$ cat config.mk
export PLATFORM = sky130hd
export DESIGN_NAME = outstanding_load_timeout_tracker_unit
export DESIGN_NICKNAME = d
export VERILOG_FILES = /design/src/hdl/oltt_pkg.sv /design/src/hdl/oltt_ram.sv /design/src/hdl/oltt_div.sv /design/src/hdl/outstanding_load_timeout_tracker_unit.sv
export SDC_FILE = /design/constraint.sdc
export NUM_CORES = 2
export LEC_CHECK = 0
export ABC_AREA = 1
export BUFFER_PORTS_ARGS = -buffer_cell sky130_fd_sc_hd__buf_2
export CAP_MARGIN = 25
export CORE_MARGIN = 1.5
export CORE_UTILIZATION = 31
export CTS_CLUSTER_DIAMETER = 30
export CTS_CLUSTER_SIZE = 25
export DETAILED_ROUTE_END_ITERATION = 8
export SYNTH_ARGS = -nofsm -noshare
export SYNTH_HDL_FRONTEND = slang
export SYNTH_SLANG_ARGS = --single-unit
$ cat constraint.sdc
create_clock -name clk -period 19.4 [get_ports clk]
set_input_delay 1.94 -clock clk [delete_from_list [all_inputs] [get_ports clk]]
set_output_delay 1.94 -clock clk [all_outputs]
set_load 0.02 [all_outputs]
$ cat src/hdl/oltt_pkg.sv
// ----------------------------------------------------------------------------
// oltt_pkg
// Shared types, constants and helpers of the outstanding request tracker.
// ----------------------------------------------------------------------------
package oltt_pkg;

	// table geometry
	localparam int TABLE_DEPTH = 16;
	localparam int IDX_W       = $clog2(TABLE_DEPTH);
	localparam int CNT_W       = 5;

	// table entry layout: {warned, elapsed, id}
	localparam int ID_W    = 32;
	localparam int TIME_W  = 32;
	localparam int TOTAL_W = 48;
	localparam int ENTRY_W = 1 + TIME_W + ID_W;

	// request function codes
	localparam logic [2:0] FUNC_TICK     = 3'd0;
	localparam logic [2:0] FUNC_BEGIN    = 3'd1;
	localparam logic [2:0] FUNC_COMPLETE = 3'd2;
	localparam logic [2:0] FUNC_FAIL     = 3'd3;
	localparam logic [2:0] FUNC_STATUS   = 3'd4;

	// result kinds
	localparam logic [1:0] KIND_ACK    = 2'd0;
	localparam logic [1:0] KIND_WARN   = 2'd1;
	localparam logic [1:0] KIND_STATUS = 2'd2;

	// configuration register indexes
	localparam logic [1:0] REG_ENABLE    = 2'd0;
	localparam logic [1:0] REG_WARN_THR  = 2'd1;
	localparam logic [1:0] REG_STALL_THR = 2'd2;
	localparam logic [1:0] REG_MAX_CONC  = 2'd3;

	typedef enum logic [2:0] {
		ST_IDLE,
		ST_WALK,
		ST_APPLY,
		ST_DIV,
		ST_RESP,
		ST_WRD,
		ST_WLD
	} state_t;

	// lowest clear bit; returns 0 when none is clear
	function automatic logic [IDX_W-1:0] first_zero(input logic [TABLE_DEPTH-1:0] v);
		logic [IDX_W-1:0] r;
		r = '0;
		for (int i = TABLE_DEPTH - 1; i >= 0; i--) begin
			if (!v[i]) r = IDX_W'(i);
		end
		return r;
	endfunction

	// lowest set bit; returns 0 when none is set
	function automatic logic [IDX_W-1:0] first_one(input logic [TABLE_DEPTH-1:0] v);
		logic [IDX_W-1:0] r;
		r = '0;
		for (int i = TABLE_DEPTH - 1; i >= 0; i--) begin
			if (v[i]) r = IDX_W'(i);
		end
		return r;
	endfunction

endpackage

$ cat src/hdl/oltt_ram.sv
// ----------------------------------------------------------------------------
// oltt_ram
// Generic single write port, single read port RAM with registered read data.
// ----------------------------------------------------------------------------
module oltt_ram #(
	parameter int WIDTH = 8,
	parameter int DEPTH = 16
) (
	input  logic                     clk,
	input  logic                     we,
	input  logic [$clog2(DEPTH)-1:0] waddr,
	input  logic [WIDTH-1:0]         wdata,
	input  logic                     re,
	input  logic [$clog2(DEPTH)-1:0] raddr,
	output logic [WIDTH-1:0]         rdata
);

	logic [WIDTH-1:0] mem_q [DEPTH];
	logic [WIDTH-1:0] rdata_q;

	always_ff @(posedge clk) begin
		if (we) mem_q[waddr] <= wdata;
		if (re) rdata_q <= mem_q[raddr];
	end

	assign rdata = rdata_q;

endmodule

$ cat src/hdl/oltt_div.sv
// ----------------------------------------------------------------------------
// oltt_div
// Restoring divider, one quotient bit per cycle: 48-bit total time over the
// 32-bit finish count, quotient saturated to 32 bits, zero when count is zero.
// ----------------------------------------------------------------------------
module oltt_div (
	input  logic                          clk,
	input  logic                          arst_n,
	input  logic                          start,
	input  logic [oltt_pkg::TOTAL_W-1:0]  num,
	input  logic [oltt_pkg::TIME_W-1:0]   den,
	output logic                          done,
	output logic [oltt_pkg::TIME_W-1:0]   quo
);
	import oltt_pkg::*;

	localparam int STEP_W = $clog2(TOTAL_W + 1);

	logic                 busy_q;
	logic                 done_q;
	logic [STEP_W-1:0]    step_q;
	logic [TOTAL_W-1:0]   n_q;
	logic [TIME_W:0]      rem_q;
	logic [TIME_W-1:0]    den_q;
	logic [TIME_W:0]      rem_sh;
	logic                 qbit;

	// one restoring step
	always_comb begin
		rem_sh = {rem_q[TIME_W-1:0], n_q[TOTAL_W-1]};
		qbit   = (rem_sh >= {1'b0, den_q});
	end

	always_ff @(posedge clk or negedge arst_n) begin
		if (!arst_n) begin
			busy_q <= 1'b0;
			done_q <= 1'b0;
			step_q <= '0;
		end else begin
			done_q <= 1'b0;
			if (start) begin
				busy_q <= 1'b1;
				step_q <= '0;
			end else if (busy_q) begin
				step_q <= step_q + 1'b1;
				if (step_q == STEP_W'(TOTAL_W - 1)) begin
					busy_q <= 1'b0;
					done_q <= 1'b1;
				end
			end
		end
	end

	// datapath
	always_ff @(posedge clk) begin
		if (start) begin
			n_q   <= num;
			den_q <= den;
			rem_q <= '0;
		end else if (busy_q) begin
			rem_q <= qbit ? (rem_sh - {1'b0, den_q}) : rem_sh;
			n_q   <= {n_q[TOTAL_W-2:0], qbit};
		end
	end

	assign done = done_q;
	assign quo  = (den_q == '0) ? '0 :
	              (|n_q[TOTAL_W-1:TIME_W]) ? {TIME_W{1'b1}} : n_q[TIME_W-1:0];

endmodule

$ cat src/hdl/outstanding_load_timeout_tracker_unit.sv
// ----------------------------------------------------------------------------
// outstanding_load_timeout_tracker_unit
// Table of outstanding requests with elapsed-time tracking and statistics.
// ----------------------------------------------------------------------------
// One request is handled at a time. Each request walks all TABLE_DEPTH table
// entries through the single read port of the entry RAM, one entry a cycle.
// A complete or fail that matches an entry also runs the bit-serial average
// divider. A tick that reports warnings emits one result per warning, each a
// RAM read then an output load, in place of the single response, and waits
// while the output side stalls. The input stall is high while a request is in
// work; the output register lets the next request in while a result waits.
// ----------------------------------------------------------------------------
module outstanding_load_timeout_tracker_unit (
	input  logic        clk,
	input  logic        arst_n,
	// configuration
	input  logic        cfg_we,
	input  logic [1:0]  cfg_index,
	input  logic [31:0] cfg_data,
	// request channel
	input  logic        in_valid,
	output logic        in_stall,
	input  logic [2:0]  func,
	input  logic [15:0] tick_amount,
	input  logic [31:0] load_id,
	// result channel
	output logic        out_valid,
	input  logic        out_stall,
	output logic [1:0]  kind,
	output logic [31:0] result_id,
	output logic        found,
	output logic [4:0]  active_count,
	output logic [4:0]  stalled_count,
	output logic [31:0] completed_count,
	output logic [31:0] failed_count,
	output logic [31:0] worst_time,
	output logic [31:0] average_time,
	output logic [31:0] overflow_count,
	output logic        last
);
	import oltt_pkg::*;

	// configuration registers
	logic              enable_q;
	logic [TIME_W-1:0] warn_thr_q;
	logic [TIME_W-1:0] stall_thr_q;
	logic [4:0]        max_conc_q;

	// request latched at accept
	logic [2:0]  func_q;
	logic [15:0] amount_q;
	logic [31:0] id_q;

	// control state
	state_t                 state_q, state_d;
	logic [TABLE_DEPTH-1:0] valid_q;
	logic [TABLE_DEPTH-1:0] newwarn_q;
	logic [IDX_W-1:0]       iss_q;
	logic                   iss_on_q;
	logic                   act_s1;
	logic [IDX_W-1:0]       idx_s1;
	logic [IDX_W-1:0]       warn_idx_q;

	// statistics
	logic [CNT_W-1:0]   active_q;
	logic [CNT_W-1:0]   stall_acc_q;
	logic [CNT_W-1:0]   stalled_q;
	logic [ID_W-1:0]    next_id_q;
	logic [31:0]        ok_q;
	logic [31:0]        fail_q;
	logic [TOTAL_W-1:0] total_q;
	logic [TIME_W-1:0]  worst_q;
	logic [TIME_W-1:0]  avg_q;
	logic [31:0]        ovf_q;

	// match found during the walk
	logic              hit_q;
	logic [IDX_W-1:0]  hit_idx_q;
	logic [TIME_W-1:0] hit_el_q;
	logic              hit_stall_q;

	// response of the request
	logic [1:0]  rsp_kind_q;
	logic [31:0] rsp_id_q;
	logic        rsp_found_q;

	// output register
	logic        out_valid_q;
	logic [1:0]  kind_q;
	logic [31:0] res_id_q;
	logic        found_q;
	logic        last_q;
	logic [4:0]  o_active_q;
	logic [4:0]  o_stalled_q;
	logic [31:0] o_ok_q;
	logic [31:0] o_fail_q;
	logic [31:0] o_worst_q;
	logic [31:0] o_avg_q;
	logic [31:0] o_ovf_q;

	// RAM port
	logic               ram_we;
	logic [IDX_W-1:0]   ram_waddr;
	logic [ENTRY_W-1:0] ram_wdata;
	logic               ram_re;
	logic [IDX_W-1:0]   ram_raddr;
	logic [ENTRY_W-1:0] ram_rdata;

	// divider
	logic               div_start;
	logic               div_done;
	logic [TIME_W-1:0]  div_quo;

	logic in_acc;
	logic out_free;
	assign in_acc   = in_valid && !in_stall;
	assign out_free = !out_valid_q || !out_stall;
	assign in_stall = (state_q != ST_IDLE);

	oltt_ram #(.WIDTH(ENTRY_W), .DEPTH(TABLE_DEPTH)) u_ram (
		.clk   (clk),
		.we    (ram_we),
		.waddr (ram_waddr),
		.wdata (ram_wdata),
		.re    (ram_re),
		.raddr (ram_raddr),
		.rdata (ram_rdata)
	);

	// entry fields at walk stage 1
	logic [ID_W-1:0]    e_id;
	logic [TIME_W-1:0]  e_el;
	logic               e_warned;
	logic               tick_en;
	logic [TIME_W:0]    el_sum;
	logic [TIME_W-1:0]  el_new;
	logic               warn_new;
	logic               e_valid;
	logic               e_stalled;

	assign e_id     = ram_rdata[ID_W-1:0];
	assign e_el     = ram_rdata[ID_W+TIME_W-1:ID_W];
	assign e_warned = ram_rdata[ENTRY_W-1];
	assign tick_en  = (func_q == FUNC_TICK) && enable_q;
	assign e_valid  = valid_q[idx_s1];

	// saturating elapsed update and warning check
	always_comb begin
		el_sum    = {1'b0, e_el} + {{(TIME_W+1-16){1'b0}}, amount_q};
		el_new    = tick_en ? (el_sum[TIME_W] ? {TIME_W{1'b1}} : el_sum[TIME_W-1:0]) : e_el;
		warn_new  = tick_en && !e_warned && (el_new >= warn_thr_q);
		e_stalled = e_valid && (el_new >= stall_thr_q);
	end

	// apply-stage values
	logic               is_begin, is_finish;
	logic               begin_ok;
	logic [IDX_W-1:0]   free_idx;
	logic [CNT_W:0]     active_inc;
	logic [TOTAL_W:0]   total_sum;
	logic [TOTAL_W-1:0] total_new;
	logic [31:0]        ok_new, fail_new, fin_new;
	logic [ID_W-1:0]    next_id_inc;

	always_comb begin
		is_begin    = (func_q == FUNC_BEGIN);
		is_finish   = (func_q == FUNC_COMPLETE) || (func_q == FUNC_FAIL);
		free_idx    = first_zero(valid_q);
		begin_ok    = is_begin && enable_q && !(&valid_q);
		active_inc  = {1'b0, active_q} + 1'b1;
		total_sum   = {1'b0, total_q} + {{(TOTAL_W+1-TIME_W){1'b0}}, hit_el_q};
		total_new   = total_sum[TOTAL_W] ? {TOTAL_W{1'b1}} : total_sum[TOTAL_W-1:0];
		ok_new      = ok_q + {31'd0, (func_q == FUNC_COMPLETE)};
		fail_new    = fail_q + {31'd0, (func_q == FUNC_FAIL)};
		fin_new     = ok_new + fail_new;
		next_id_inc = next_id_q + 1'b1;
		if (next_id_inc == '0) next_id_inc = ID_W'(1);
	end

	assign div_start = (state_q == ST_APPLY) && is_finish && hit_q;

	oltt_div u_div (
		.clk    (clk),
		.arst_n (arst_n),
		.start  (div_start),
		.num    (total_new),
		.den    (fin_new),
		.done   (div_done),
		.quo    (div_quo)
	);

	// next state
	always_comb begin
		state_d = state_q;
		unique case (state_q)
			ST_IDLE:  if (in_acc) state_d = ST_WALK;
			ST_WALK:  if (act_s1 && idx_s1 == IDX_W'(TABLE_DEPTH - 1)) state_d = ST_APPLY;
			ST_APPLY: begin
				if (is_finish && hit_q) state_d = ST_DIV;
				else if (func_q == FUNC_TICK && newwarn_q != '0) state_d = ST_WRD;
				else state_d = ST_RESP;
			end
			ST_DIV:   if (div_done) state_d = ST_RESP;
			ST_RESP:  if (out_free) state_d = ST_IDLE;
			ST_WRD:   state_d = ST_WLD;
			ST_WLD: begin
				if (out_free) begin
					if ((newwarn_q & ~(TABLE_DEPTH'(1) << warn_idx_q)) != '0) state_d = ST_WRD;
					else state_d = ST_IDLE;
				end
			end
			default:  state_d = ST_IDLE;
		endcase
	end

	// RAM control
	always_comb begin
		ram_re    = 1'b0;
		ram_raddr = iss_q;
		ram_we    = 1'b0;
		ram_waddr = idx_s1;
		ram_wdata = {warn_new | e_warned, el_new, e_id};
		unique case (state_q)
			ST_WALK: begin
				ram_re = iss_on_q;
				ram_we = act_s1 && tick_en && e_valid;
			end
			ST_APPLY: begin
				ram_we    = begin_ok;
				ram_waddr = free_idx;
				ram_wdata = {1'b0, {TIME_W{1'b0}}, next_id_q};
			end
			ST_WRD: begin
				ram_re    = 1'b1;
				ram_raddr = first_one(newwarn_q);
			end
			default: ;
		endcase
	end

	// configuration writes
	always_ff @(posedge clk or negedge arst_n) begin
		if (!arst_n) begin
			enable_q    <= 1'b1;
			warn_thr_q  <= 32'd5000;
			stall_thr_q <= 32'd10000;
			max_conc_q  <= 5'd16;
		end else if (cfg_we) begin
			unique case (cfg_index)
				REG_ENABLE:    enable_q    <= cfg_data[0];
				REG_WARN_THR:  warn_thr_q  <= cfg_data;
				REG_STALL_THR: stall_thr_q <= cfg_data;
				REG_MAX_CONC:  max_conc_q  <= cfg_data[4:0];
				default: ;
			endcase
		end
	end

	// request latch
	always_ff @(posedge clk) begin
		if (in_acc) begin
			func_q   <= func;
			amount_q <= tick_amount;
			id_q     <= load_id;
		end
	end

	// control and statistics
	always_ff @(posedge clk or negedge arst_n) begin
		if (!arst_n) begin
			state_q     <= ST_IDLE;
			valid_q     <= '0;
			newwarn_q   <= '0;
			iss_q       <= '0;
			iss_on_q    <= 1'b0;
			act_s1      <= 1'b0;
			idx_s1      <= '0;
			warn_idx_q  <= '0;
			active_q    <= '0;
			stall_acc_q <= '0;
			stalled_q   <= '0;
			next_id_q   <= ID_W'(1);
			ok_q        <= '0;
			fail_q      <= '0;
			total_q     <= '0;
			worst_q     <= '0;
			avg_q       <= '0;
			ovf_q       <= '0;
			hit_q       <= 1'b0;
			out_valid_q <= 1'b0;
		end else begin
			state_q <= state_d;

			// walk issue and stage 1
			act_s1 <= (state_q == ST_WALK) && iss_on_q;
			idx_s1 <= iss_q;
			if (in_acc) begin
				iss_q       <= '0;
				iss_on_q    <= 1'b1;
				stall_acc_q <= '0;
				hit_q       <= 1'b0;
				newwarn_q   <= '0;
			end else if (state_q == ST_WALK && iss_on_q) begin
				iss_q <= iss_q + 1'b1;
				if (iss_q == IDX_W'(TABLE_DEPTH - 1)) iss_on_q <= 1'b0;
			end

			// per-entry processing
			if (state_q == ST_WALK && act_s1) begin
				if (e_stalled) stall_acc_q <= stall_acc_q + 1'b1;
				if (warn_new && e_valid) newwarn_q[idx_s1] <= 1'b1;
				if (is_finish && !hit_q && e_valid && e_id == id_q) begin
					hit_q <= 1'b1;
				end
			end

			// fold the request into the table and statistics
			if (state_q == ST_APPLY) begin
				stalled_q <= stall_acc_q
				           + {{(CNT_W-1){1'b0}}, begin_ok && (stall_thr_q == '0)}
				           - {{(CNT_W-1){1'b0}}, is_finish && hit_q && hit_stall_q};
				if (begin_ok) begin
					valid_q[free_idx] <= 1'b1;
					active_q          <= active_inc[CNT_W-1:0];
					next_id_q         <= next_id_inc;
					if (active_inc > {1'b0, max_conc_q}) ovf_q <= ovf_q + 1'b1;
				end
				if (is_finish && hit_q) begin
					valid_q[hit_idx_q] <= 1'b0;
					active_q           <= active_q - 1'b1;
					total_q            <= total_new;
					ok_q               <= ok_new;
					fail_q             <= fail_new;
					if (hit_el_q > worst_q) worst_q <= hit_el_q;
				end
			end

			if (state_q == ST_DIV && div_done) avg_q <= div_quo;

			// warning emission bookkeeping
			if (state_q == ST_WRD) warn_idx_q <= first_one(newwarn_q);
			if (state_q == ST_WLD && out_free) newwarn_q[warn_idx_q] <= 1'b0;

			// output register valid
			if ((state_q == ST_RESP || state_q == ST_WLD) && out_free) out_valid_q <= 1'b1;
			else if (out_valid_q && !out_stall) out_valid_q <= 1'b0;
		end
	end

	// match capture and response payload
	always_ff @(posedge clk) begin
		if (state_q == ST_WALK && act_s1 && is_finish && !hit_q && e_valid && e_id == id_q) begin
			hit_idx_q   <= idx_s1;
			hit_el_q    <= e_el;
			hit_stall_q <= e_stalled;
		end
		if (state_q == ST_APPLY) begin
			rsp_kind_q  <= (func_q == FUNC_STATUS) ? KIND_STATUS : KIND_ACK;
			rsp_id_q    <= begin_ok ? next_id_q : 32'd0;
			rsp_found_q <= begin_ok || (is_finish && hit_q);
		end
	end

	// output register payload
	always_ff @(posedge clk) begin
		if ((state_q == ST_RESP || state_q == ST_WLD) && out_free) begin
			if (state_q == ST_WLD) begin
				kind_q   <= KIND_WARN;
				res_id_q <= ram_rdata[ID_W-1:0];
				found_q  <= 1'b0;
				last_q   <= ((newwarn_q & ~(TABLE_DEPTH'(1) << warn_idx_q)) == '0);
			end else begin
				kind_q   <= rsp_kind_q;
				res_id_q <= rsp_id_q;
				found_q  <= rsp_found_q;
				last_q   <= 1'b1;
			end
			o_active_q  <= active_q;
			o_stalled_q <= stalled_q;
			o_ok_q      <= ok_q;
			o_fail_q    <= fail_q;
			o_worst_q   <= worst_q;
			o_avg_q     <= avg_q;
			o_ovf_q     <= ovf_q;
		end
	end

	assign out_valid       = out_valid_q;
	assign kind            = kind_q;
	assign result_id       = res_id_q;
	assign found           = found_q;
	assign active_count    = o_active_q;
	assign stalled_count   = o_stalled_q;
	assign completed_count = o_ok_q;
	assign failed_count    = o_fail_q;
	assign worst_time      = o_worst_q;
	assign average_time    = o_avg_q;
	assign overflow_count  = o_ovf_q;
	assign last            = last_q;

endmodule
---- Yosys cells after proc, flatten, opt, wreduce, memory -nomap -nowiden ----
Memories as Yosys holds them, arrays and structs flattened. A register that Yosys moved wholly into a read port is not among the register bits.
Index checks and enable logic that the tools add are counted.
cells by class
  bitwise operators ....................... 9
  shifts and indexed selects .............. 1
  equal/unequal tests ..................... 22
  mux-type cells .......................... 99
  reductions and logical operators ........ 72
  $add $sub $neg .......................... 15
  magnitude comparators ................... 13
operator list
  kind                                            number
  2-to-1 mux 32 bit                               7
  2-to-1 mux 4 bit                                36
  2-to-1 mux 48 bit                               3
  2-to-1 mux 16 bit                               7
  logical NOT 32 bit                              3
  2-to-1 mux 65 bit                               1
  adder 32 x 1 -> 32 bit                          2
  adder 32 x 1 -> 32 bit (second input constant)  2
  >= comparator 32 bit                            2
  adder 48 x 32 -> 49 bit                         1
  bitwise AND 16 bit                              3
  inverter 16 bit                                 3
  logical AND 1 bit                               34
  adder 32 x 16 -> 33 bit                         1
  >= comparator 33 x 32 -> 1 bit                  1
  adder 32 bit                                    1
  equality test 32 bit                            1
  greater-than comparator 32 bit                  1
  bitwise OR 16 bit                               2
  nonzero test 16 bit                             2
  subtractor 32 bit                               1
  2-to-1 mux 5 bit                                5
  2-to-1 mux 1 bit                                22
  2-to-1 mux 3 bit                                7
  other kinds (39)                                83
storage, ports and cells
  memories kept ........................... 1
  flip-flop bits (word level) ............. 825
  bits in writable memories ............... 1040
memories
  memory       words  width  rd ports  clocked after memory_dff  write ports  RTL line        source
  u_ram.mem_q  16     65     1         1                         1            oltt_ram.sv:18  logic [WIDTH-1:0] mem_q [DEPTH];

---- Longest topological paths before layout ----
  word-level depth ........................ 25
  gate-level depth with buffers ........... 30
  gate-level depth less buffers ........... 30

---- Modules after synthesis ----
From an unflattened synthesis, not the netlist that was laid out.
unflattened totals
  cells, all modules ...................... 10019
  area, all modules ....................... 93672.3 µm²
by module, submodules not included
  module                                 cells each  times used  seq. area each (µm²)  area an instance (µm²)
  oltt_ram                               4276        1           33181.8               46583.4
  outstanding_load_timeout_tracker_unit  4624        1           19274.7               39315.2
  oltt_div                               1119        1           3243.1                7773.7

---- Worst setup path before layout ----
OpenSTA, ideal clock, no wires.
  path kind ............................... input port to flip-flop
  start ................................... input out_stall
  end ..................................... register o_active_q[0], in the netlist active_count[0] (enable)
  cell stages on the path ................. 3
  setup time .............................. 0.776 ns
  required time ........................... 18.624 ns
  slack ................................... 8.038 ns
  arrival time ............................ 10.586 ns
  cells stage by stage .................... nand2_1 -> inv_1 -> nor2_1
between the ends
  longest elaborated chain between the ends .. 3
ends and longest elaborated chain
  element               RTL line                                      source
  from (decl)           outstanding_load_timeout_tracker_unit.sv:28   input logic out_stall,
  logical NOT 1 bit     outstanding_load_timeout_tracker_unit.sv:117  assign out_free = !out_valid_q || !out_stall;
  logical OR 1 bit      outstanding_load_timeout_tracker_unit.sv:117
  logical AND 1 bit     outstanding_load_timeout_tracker_unit.sv:366  if ((state_q == ST_RESP || state_q == ST_WLD) && out_free) begin
  to (signal assigned)  outstanding_load_timeout_tracker_unit.sv:378  o_active_q <= active_q;
  to (decl)             outstanding_load_timeout_tracker_unit.sv:93   logic [4:0] o_active_q;
Every way passes these cells.
A chain may end at the register's enable or synchronous reset.

---- Worst setup path in the final report ----
  start ................................... register state_q[0]
  end ..................................... register u_ram.rdata_q[44], in the netlist u_ram.rdata[44], read port of u_ram.mem_q, data pin
between the ends
  longest elaborated chain between the ends .. 2
ends and longest elaborated chain
  element                                                                 RTL line                                      source
  from (decl)                                                             outstanding_load_timeout_tracker_unit.sv:55   state_t state_q, state_d;
  from (signal assigned)                                                  outstanding_load_timeout_tracker_unit.sv:292  state_q <= state_d;
  equality test 3 bit or equality test 3 x 1 -> 1 bit (tied branches)     outstanding_load_timeout_tracker_unit.sv:223  unique case (state_q)
  one-hot mux 1 bit (2 select lines) or 2-to-1 mux 4 bit (tied branches)  outstanding_load_timeout_tracker_unit.sv:223
  to (decl)                                                               oltt_ram.sv:19                                logic [WIDTH-1:0] rdata_q;
Several ways; a longest one is shown, not always the timed one.

==> impl_metrics.yaml <==
outcome:
  status: "completed"
place:
  dpl_cell_area_um2: 97300
  io_buffers: 297
  routabilityCongestion: 0.909
  dp_cells: 13300
  dp_hpwl_um: 163000
sta:
  min_period_ns: 6.63
  hold_viol: 0
  fmax_mhz: 151
  final_max_slew_viol_count: 0
  finClkSkew_ns: 0.107
  fin_tns_setup_ns: 0
  fin_crit_sh_pct: 34.2
  worst_pin_slew_ns: 1.13
  rsz0062_at_grt: "no"
  holdWs_ns: 0.427
  relSlewSlack_pct: 24.7
  setup_viol: 0
logic_synthesis:
  synthCells: 9341
  avgSynthCellArea_um2: 9.77
  synth.distinct_cells: 77
  synth_top_area_share_pct: 49.8
  ys.warnings.count: 0
  syn-num-nets: 9666
  yosysSeqAreaShare_pct: 61.1
  async_flop_share_pct: 19.9
  synthFlopType: "edfxtp_1"
  synth_area_leader_cell: "edfxtp_1"
  syn_area_um2: 91200
  synth_area_leaders: "edfxtp_1 50%, dfrtp_1 10%, nand2_1 9.4%, nand3_1 7.3%, inv_1 5.4%"
  synth-seq-cells: 1929
  synth_enable_flop_cells: 1513
critical_path:
  endpoint_kind: "flop"
  crit_arrival_ns: 7.25
  worstPathCellList: "inv_2 -> nor2_1 -> inv_1 -> nor2_2 -> inv_1 -> nor2_1 -> nand2_8 -> nand2_8 -> buf_4 -> buf_4 -> buf_4 -> nand2_1 -> nand3_1 -> nand3_1 -> nand3_1 -> nand2_1"
  path_class: "flop to flop"
  crit_required_ns: 20.01
  max_stage_delay_ns: 0.88
  crit_path_top_delay_cell: "buf_4"
  critPathMaxFanout: 125
  start_kind: "flop"
layout:
  nNetsFinal: 10100
  final_layout_size_suffix_gt1_share_pct: 11.8
  layout_commonest_cell: "nand2_1"
  area.growth.synth_to_final_pct: 20.5
  fin_area_um2: 110000
  fillers: 28700
  final_cells: 14000
  layout_common_cells: "2280 x nand2_1, 1513 x edfxtp_1, 1330 x nand3_1"
  antenna-diode-count: 0
grt:
  grt.total_usage_pct: 17.2
  grt_pass1_vias: 65000
  gr-total-overflow: 0
  antenna_found_initial: 5
  grt_pass1_wl_um: 400000
  grt_max_degree: 150
routing:
  vias: 67300
  viasPerCell: 4.82
  drtAntennaViolNets: 0
  wire_per_inst_um: 18.9
  dr.pass1.iters: 8
  wl_um: 264000
  first_iter_violations: 6184
  drc: 0
floorplanning:
  start_util_pct: 31.3
  rows: 198
  io_pins: 298
  core_area_um2: 292000
  chipHeight_um: 545
  die-area_um2: 298000
  dieWidth_um: 545
clocking:
  post_cts_resized: 0
  cts_buffer_depth: 4
  cts_tree: "built"
  cts-root-buf: "clkbuf_16"
  clock_latency_ns: 0.89
  ctsHoldBuffers: 0
  cts_buffers: 364
  postCtsSetupBuffers: 0
  cts_sinks: 1929
  path_clk_slew_ns: 0.05
  cts_max_level: 5
power:
  p_leak_uw: 0.0456
  total_power_uw: 11000
  ir_drop_v: 0.0000696
  p_per_area_nw_per_um2: 100
hold_path:
  hp-class: "flop to flop"
flow_run:
  maxCapViolCount: 0
[path summary, 6_finish.rpt]
path / from / to / slack [ns] / cells after the start
max reg2reg: state_q[0]$_DFFE_PN0P_ / u_ram.rdata[44]$_DFFE_PP_ / 12.77 / 16
min reg2reg: iss_q[3]$_DFFE_PN0P_ / idx_s1[3]$_DFF_PN0_ / 0.43 / 0
max: state_q[0]$_DFFE_PN0P_ / u_ram.rdata[44]$_DFFE_PP_ / 12.77 / 16
min in group asynchronous: arst_n / avg_q[12]$_DFFE_PN0P_ / 1.06 / 1
max in group asynchronous: arst_n / ovf_q[0]$_DFFE_PN0P_ / 14.71 / 5
min: iss_q[3]$_DFFE_PN0P_ / idx_s1[3]$_DFF_PN0_ / 0.43 / 0
[flip-flops by register name (all words and copies together), names as in the netlist, 32 cells and up]
name / count
ok_q: 32
hit_el_q: 32
completed_count: 32
rsp_id_q: 32
worst_time: 32
next_id_q: 32
fail_q: 32
overflow_count: 32
u_ram.rdata: 65
id_q: 32
ovf_q: 32
stall_thr_q: 32
result_id: 32
u_ram.mem_q: 1040
u_div.rem_q: 32
average_time: 32
worst_q: 32
failed_count: 32
total_q: 48
u_div.n_q: 48
u_div.den_q: 32
warn_thr_q: 32
avg_q: 32
[per-layer routing]
| metal | global-route usage (%) | up-vias | wire length (µm) |
|---|---|---|---|
| met3 | 2.92 | 473 | 17200 |
| met1 | 21.9 | 32400 | 110000 |
| li1 | - | 32200 | - |
| met4 | 6.50 | 0 | 9570 |
| met5 | 0 | - | 0 |
| met2 | 29.3 | 2230 | 127000 |
[through the flow]
stage	util, %	worst slack [ns]
floorplan	-	8.04
global placement	33.3	12.83
detailed placement	33.3	12.74
CTS	37.6	12.75
global route	37.7	12.20
finish	37.7	12.77
[critical path, delay by kind of cell (launching register included)]
family / cells / cell delay (ns)
buffers and inverters: 6 / 2.98
DFF: 1 / 0.40
and+or+nand+nor: 10 / 2.77
[final cells by class]
| type | count | area, µm² | area share, % |
|---|---|---|---|
| multi-input cells | 5705 | 29100 | 26.5 |
| inverters | 1319 | 4970 | 4.52 |
| clock inverters | 254 | 3060 | 2.78 |
| clock buffers | 413 | 9510 | 8.65 |
| repair buffers | 434 | 2670 | 2.43 |
| flip-flops and latches | 1929 | 55700 | 50.7 |
| well taps | 3900 | 4880 | 4.44 |
[synthesized netlist by cell type (all sizes together) (3+ instances only)]
cell,number
a21boi,12
and2,3
a22oi,4
or4,3
a211oi,6
xor2,178
ha,230
o221ai,4
o21a,11
dfrtp,371
o2111ai,5
nand2,2296
inv,1318
nor3,90
o21bai,7
o21ai,487
nand3b,9
or2,18
o22ai,47
a221oi,5
a21o,13
edfxtp,1513
nor3b,4
nand3,1339
dfxtp,32
nor4,62
and3,7
o31ai,8
a31oi,32
nand4,76
clkbuf,177
nor2,438
o211ai,16
a21oi,224
dfstp,13
xnor2,53
fa,5
buf,211
[power breakdown]
part           switching (µW)  total (µW)  internal, µW
clock                    2240        6420          4180
combinational            99.9         148          48.3
sequential               17.6        4470          4450
total                    2360       11000          8680
[logic make-up after synthesis]
kind of cell	Yosys count	synth area share, %
and+or+nand+nor	4346	20.7
DFF	1929	61.1
buffers and inverters	1707	7.30
AOI/OAI and AO/OA	893	5.50
adders and majority gates	235	3.26
xor gates and xnor gates	231	2.22
Power figures use the tool's default switching activity.
